--- src/design/rcdf_pkg.sv ---
// rcdf_pkg: shared types, command codes and constants for the canvas block
// no dependencies
package rcdf_pkg;

   localparam int DefMaxWidth  = 256;
   localparam int DefMaxHeight = 256;
   localparam logic [7:0] Blank = 8'd79;

   typedef enum logic [2:0] {
      KIND_CLEAR = 3'd0,
      KIND_PIXEL = 3'd1,
      KIND_VERT  = 3'd2,
      KIND_HORZ  = 3'd3,
      KIND_RECT  = 3'd4,
      KIND_FLOOD = 3'd5,
      KIND_READ  = 3'd6,
      KIND_NONE  = 3'd7
   } kind_type;

   // classified operation handed from front to back
   typedef enum logic [2:0] {
      OP_NOP   = 3'd0,
      OP_BOX   = 3'd1,
      OP_FLOOD = 3'd2,
      OP_READ  = 3'd3
   } op_type;

   typedef struct packed {
      op_type     op;
      logic       bad;
      logic [9:0] r0;
      logic [9:0] r1;
      logic [9:0] c0;
      logic [9:0] c1;
      logic [7:0] colour;
   } cmd_type;

   typedef enum logic [3:0] {
      ST_IDLE,
      ST_CLR,
      ST_BOX,
      ST_RD_ISSUE,
      ST_RD_WAIT,
      ST_FL_SEED,
      ST_FL_SEEDCHK,
      ST_FL_POP,
      ST_FL_POPWAIT,
      ST_FL_NB_ISSUE,
      ST_FL_NB_CHECK,
      ST_DONE
   } state_type;

   localparam int CsrWidth  = 0;
   localparam int CsrHeight = 1;

endpackage

--- src/design/rcdf_front.sv ---
// rcdf_front: accepts commands, checks coordinates, orders ends, queues them
// depends on rcdf_pkg
module rcdf_front #(
   parameter int MAX_WIDTH  = rcdf_pkg::DefMaxWidth,
   parameter int MAX_HEIGHT = rcdf_pkg::DefMaxHeight
) (
   input  logic                  clock,
   input  logic                  reset,
   input  logic                  req_valid,
   output logic                  req_ready,
   input  logic [2:0]            req_kind,
   input  logic [7:0]            req_col_a,
   input  logic [7:0]            req_row_a,
   input  logic [7:0]            req_col_b,
   input  logic [7:0]            req_row_b,
   input  logic [7:0]            req_colour,
   input  logic [9:0]            width,
   input  logic [9:0]            height,
   output logic                  cmd_valid,
   input  logic                  cmd_ready,
   output rcdf_pkg::cmd_type     cmd
);

   localparam int Depth = 2;

   rcdf_pkg::cmd_type q_ff [Depth];
   logic [1:0] cnt_ff, cnt_in;
   logic       wp_ff, wp_in, rp_ff, rp_in;
   rcdf_pkg::cmd_type cls;
   logic [9:0] ca, ra, cb, rb;
   logic a_ok, cb_ok, rb_ok;
   logic push, pop;

   assign ca = {2'b00, req_col_a};
   assign ra = {2'b00, req_row_a};
   assign cb = {2'b00, req_col_b};
   assign rb = {2'b00, req_row_b};
   assign a_ok  = (ca < width) && (ra < height);
   assign cb_ok = cb < width;
   assign rb_ok = rb < height;

   // classify and order segment ends
   always_comb begin
      cls.op     = rcdf_pkg::OP_NOP;
      cls.bad    = 1'b0;
      cls.r0     = (ra < rb) ? ra : rb;
      cls.r1     = (ra < rb) ? rb : ra;
      cls.c0     = (ca < cb) ? ca : cb;
      cls.c1     = (ca < cb) ? cb : ca;
      cls.colour = req_colour;
      unique case (rcdf_pkg::kind_type'(req_kind))
         rcdf_pkg::KIND_CLEAR: begin
            cls.op = rcdf_pkg::OP_BOX;
            cls.r0 = '0; cls.r1 = height - 10'd1;
            cls.c0 = '0; cls.c1 = width - 10'd1;
            cls.colour = rcdf_pkg::Blank;
         end
         rcdf_pkg::KIND_PIXEL: begin
            cls.bad = !a_ok;
            cls.op = rcdf_pkg::OP_BOX;
            cls.r0 = ra; cls.r1 = ra; cls.c0 = ca; cls.c1 = ca;
         end
         rcdf_pkg::KIND_VERT: begin
            cls.bad = !(a_ok && rb_ok);
            cls.op = rcdf_pkg::OP_BOX;
            cls.c0 = ca; cls.c1 = ca;
         end
         rcdf_pkg::KIND_HORZ: begin
            cls.bad = !(a_ok && cb_ok);
            cls.op = rcdf_pkg::OP_BOX;
            cls.r0 = ra; cls.r1 = ra;
         end
         rcdf_pkg::KIND_RECT: begin
            cls.bad = !(a_ok && cb_ok && rb_ok);
            cls.op = rcdf_pkg::OP_BOX;
         end
         rcdf_pkg::KIND_FLOOD: begin
            cls.bad = !a_ok;
            cls.op = rcdf_pkg::OP_FLOOD;
            cls.r0 = ra; cls.c0 = ca;
         end
         rcdf_pkg::KIND_READ: begin
            cls.bad = !a_ok;
            cls.op = rcdf_pkg::OP_READ;
            cls.r0 = ra; cls.c0 = ca;
         end
         default: cls.op = rcdf_pkg::OP_NOP;
      endcase
      if (cls.bad) cls.op = rcdf_pkg::OP_NOP;
   end

   assign req_ready = cnt_ff != 2'(Depth);
   assign push = req_valid && req_ready;
   assign cmd_valid = cnt_ff != 2'd0;
   assign pop = cmd_valid && cmd_ready;
   assign cmd = q_ff[rp_ff];

   // queue pointers
   always_comb begin
      wp_in  = push ? !wp_ff : wp_ff;
      rp_in  = pop ? !rp_ff : rp_ff;
      cnt_in = cnt_ff + {1'b0, push} - {1'b0, pop};
   end

   always_ff @(posedge clock) begin
      if (reset) begin
         cnt_ff <= '0;
         wp_ff  <= 1'b0;
         rp_ff  <= 1'b0;
      end else begin
         cnt_ff <= cnt_in;
         wp_ff  <= wp_in;
         rp_ff  <= rp_in;
      end
   end

   // queue storage
   always_ff @(posedge clock) begin
      if (push) q_ff[wp_ff] <= cls;
   end

endmodule

--- config.mk ---
export PLATFORM = sky130hd
export DESIGN_NAME = rcdf_front
export DESIGN_NICKNAME = d
export VERILOG_FILES = /design/src/design/rcdf_pkg.sv /design/src/design/rcdf_front.sv
export SDC_FILE = /design/constraint.sdc
export NUM_CORES = 1
export LEC_CHECK = 0
export BUFFER_PORTS_ARGS = -buffer_cell sky130_fd_sc_hd__buf_2
export CORE_ASPECT_RATIO = 0.9
export CORE_MARGIN = 2
export CORE_UTILIZATION = 40
export CTS_BUF_LIST = sky130_fd_sc_hd__clkbuf_2 sky130_fd_sc_hd__clkbuf_4 sky130_fd_sc_hd__clkbuf_8
export CTS_CLUSTER_SIZE = 30
export DETAILED_ROUTE_END_ITERATION = 8
export GPL_ROUTABILITY_DRIVEN = 0
export SLEW_MARGIN = 20
export SYNTH_ARGS = -nofsm -noshare
export SYNTH_HDL_FRONTEND = slang
export SYNTH_SLANG_ARGS = --single-unit
export TNS_END_PERCENT = 30
--- constraint.sdc ---
create_clock -name clock -period 2.9 [get_ports clock]
set_input_delay 0.145 -clock clock [delete_from_list [all_inputs] [get_ports clock]]
set_output_delay 0.145 -clock clock [all_outputs]
set_load 0.02 [all_outputs]
==> results by group <==
Pwr
  • Total Power: roughly 4.4 mW
  • Cell leakage power: approximately 2.8 nW
  • VDD IR max: just under 0.0003 V
  • PD cells: 636.5 nW/um2

Yosys
  • Post-synthesis mux area share: roughly 9.6%
  • Synth unique cells: 55
  • Adder-Cell Fraction of Synth Area: under 10%
  • Synth top cells by count: 94 x edfxtp_1, 48 x mux2_2, 46 x ha_1
  • Cell count after synthesis: 522
  • Avg Synthesized Cell Area: roughly 11 um2
  • Synth top area share: 47.53%
  • Syn. warnings: 0
  • XOR/XNOR share of the synthesized area: ~2.4%
  • Post-synth EDFFs: 94
  • Largest family of logic cells by synthesized area: compound AO/OA/AOI/OAI gates
  • Count leader, synth: edfxtp_1
  • Largest area contributor in the netlist: edfxtp_1
  • Fraction of the mapped netlist area in simple logic gates: 10.94%
  • Top cells by area, synth: edfxtp_1 48%, ha_1 9.7%, mux2_2 9.1%
  • Mapped Area: around 5900 um2
  • Synth Area in Compound Gates: between 10 and 15%
  • Async SR Flop Fraction: 0%
  • Synth Flop Type: edfxtp_1
  • Synth Register Bits: 99
  • Post-synthesis sequential area ratio: between 40% and 50%

STA
  • Fin. max-slew vios: 0
  • Fin Hold WS: 0.06793 ns
  • Final hold violations: 0
  • Period utilization: a little under three quarters
  • RSZ-0062 raised after global routing: false
  • Fmax achieved: ~0.48 GHz
  • Final worst slack: 0.8238 ns
  • Slew headroom: between 50% and 60%
  • Final Critical Period: roughly 2.1 ns
  • Clk_skew: between 0.007 and 0.008 ns
  • Slew @ Worst Pin: between 0.6 and 0.7 ns
  • Final setup viols: 0
  • Final TNS setup: 0 ns

Clock network
  • Worst-path clk slew: ~0.09 ns
  • H-tree depth: 3
  • Num CTS Buffers: 9
  • TritonCTS clock tree: built
  • Clk_lat worst skew: about 0.36 ns
  • Root Buffer: clkbuf_8
  • Max Root-Sink Buffers: 2
  • CTS Sinks: 99
  • Post-CTS Resized: 0

Layout
  • Post-route cell area: ~7000 um2
  • Share of cells above drive strength 1: a little under a third
  • Layout area overhead: 16.69%
  • Layout net count: approximately 750
  • Antenna Cells: 0
  • Non-Filler Instances: ~840
  • Final core occ: 47.43%

Place
  • Area after DPL: around 6700 um2
  • Post-DP HPWL: ~11000 um
  • Place WS: around 0.52 ns
  • Port bufs: 115
  • Placed Cells incl. Taps: about 820

Route
  • DRT antenna net count: 0
  • DRC: 0
  • Routed via count: 4481
  • DR iter-0 viols: 374
  • DRT Pass-1 Iters: 6
  • Final wirelength: 14350 um
  • Drt wl/cell: approximately 17 um
  • Vias per cell: about 5.3

Worst setup path
  • Worst EP required: between 2 and 3 ns
  • WP data arrival: around 2.2 ns
  • Crit-path max FO: 32
  • CP Capture Type: flop
  • Worst setup SP type: input pin
  • Worst setup path class: input pin to flop

GRT
  • Initial antenna violation count: 0
  • First-pass GRT wire length: 22190 um
  • Largest net degree at the start of global routing: between 40 and 50
  • GRT Total Usage: between 15 and 20%
  • Grt ovf: 0
  • Vias in the first global route: 4216

Worst hold path
  • Min-delay worst type: input pin to flop

Floorplanning
  • # IOs: 121
  • Core area: approximately 15000 um2
  • Die span in x: between 100 and 150 um
  • Site Rows: between 40 and 50
  • Die area: between 15000 and 20000 um2
  • Initial core utilization: between 40% and 50%
  • Die Height: 119.6 um

Outcome
  • Status: finished clean

Run
  • Number of max-cap violations: 0
## cell usage in the layout (no fill, tap or decap), types with 4 or more instances in the layout
cell type / instances
buf_2: 115
edfxtp_1: 94
mux2_2: 48
ha_1: 46
nor2_1: 41
inv_1: 33
a21oi_1: 31
o21ai_0: 29
nand2_1: 22
nand2b_1: 16
xnor2_1: 14
a221o_1: 14
nor3_1: 9
clkbuf_8: 9
o22ai_1: 7
and2_1: 6
nand4_1: 6
nor2b_1: 6
a311o_1: 6
o311ai_1: 6
nand3_1: 5
o21a_1: 5
conb_1: 5
dfxtp_1: 4
## per-layer routing
metal / GRT usage [%] / routed length, um
met5: 0 / 0
met1: 26.25 / 6945
met4: 4.234 / 148
met2: 27.69 / 6495
met3: 3.042 / 758
## flip-flops by register name (all words and copies together) (netlist names), named ones only
signal,count
wp_ff,1
q_ff,94
rp_ff,1
cnt_ff,2
## repair_timing
item / in CTS / in global routing
endpoints found under the setup margin: 0 / 0
setup buffers: 0 / 0
endpoints found under the hold margin: 5 / 0
hold buffers: 1 / 0
## cell type report
| cell class | count | area, um2 |
|---|---|---|
| clock buffers | 11 | 138.9 |
| clock inverters | 5 | 53.80 |
| fillers | 1400 | 7680 |
| inverters | 35 | 131.4 |
| multi-input cells | 369 | 2785 |
| flip-flops and latches | 99 | 2924 |
| well taps | 198 | 247.7 |
| repair buffers | 121 | 648.1 |
## power by group
part / internal [mW] / switching (mW) / leakage, nW
sequential: 1.87 / 0.0850 / 0.928
combinational: 0.638 / 0.970 / 1.77
clock: 0.414 / 0.438 / 0.0938
## cells by family after synthesis
kind of cell	Yosys count
other	1
muxes	51
xor gates and xnor gates	16
DFF	99
AOI/OAI and AO/OA	120
buffers and inverters	58
and+or+nand+nor	131
adders and majority gates	46
## final timing paths
kind / start / end / slack, ns / cells past startpoint
max: req_kind[0] / q_ff[1][15]$_DFFE_PP_ / 0.82 / 7
min: req_colour[0] / q_ff[1][0]$_DFFE_PP_ / 0.07 / 2
min reg2reg: rp_ff$_SDFFE_PP0P_ / flop / 0.53 / 2
max reg2reg: cnt_ff[1]$_SDFF_PP0_ / cnt_ff[1]$_SDFF_PP0_ / 1.12 / 8
## critical path: stages
cell and delay, ns:
buf_2 0.42, clkinv_1 0.42, nor2_1 0.29, nor2_1 0.10, nor2_2 0.26, nor2_2 0.12, a221o_1 0.38
(Power assumes the default switching activity.)
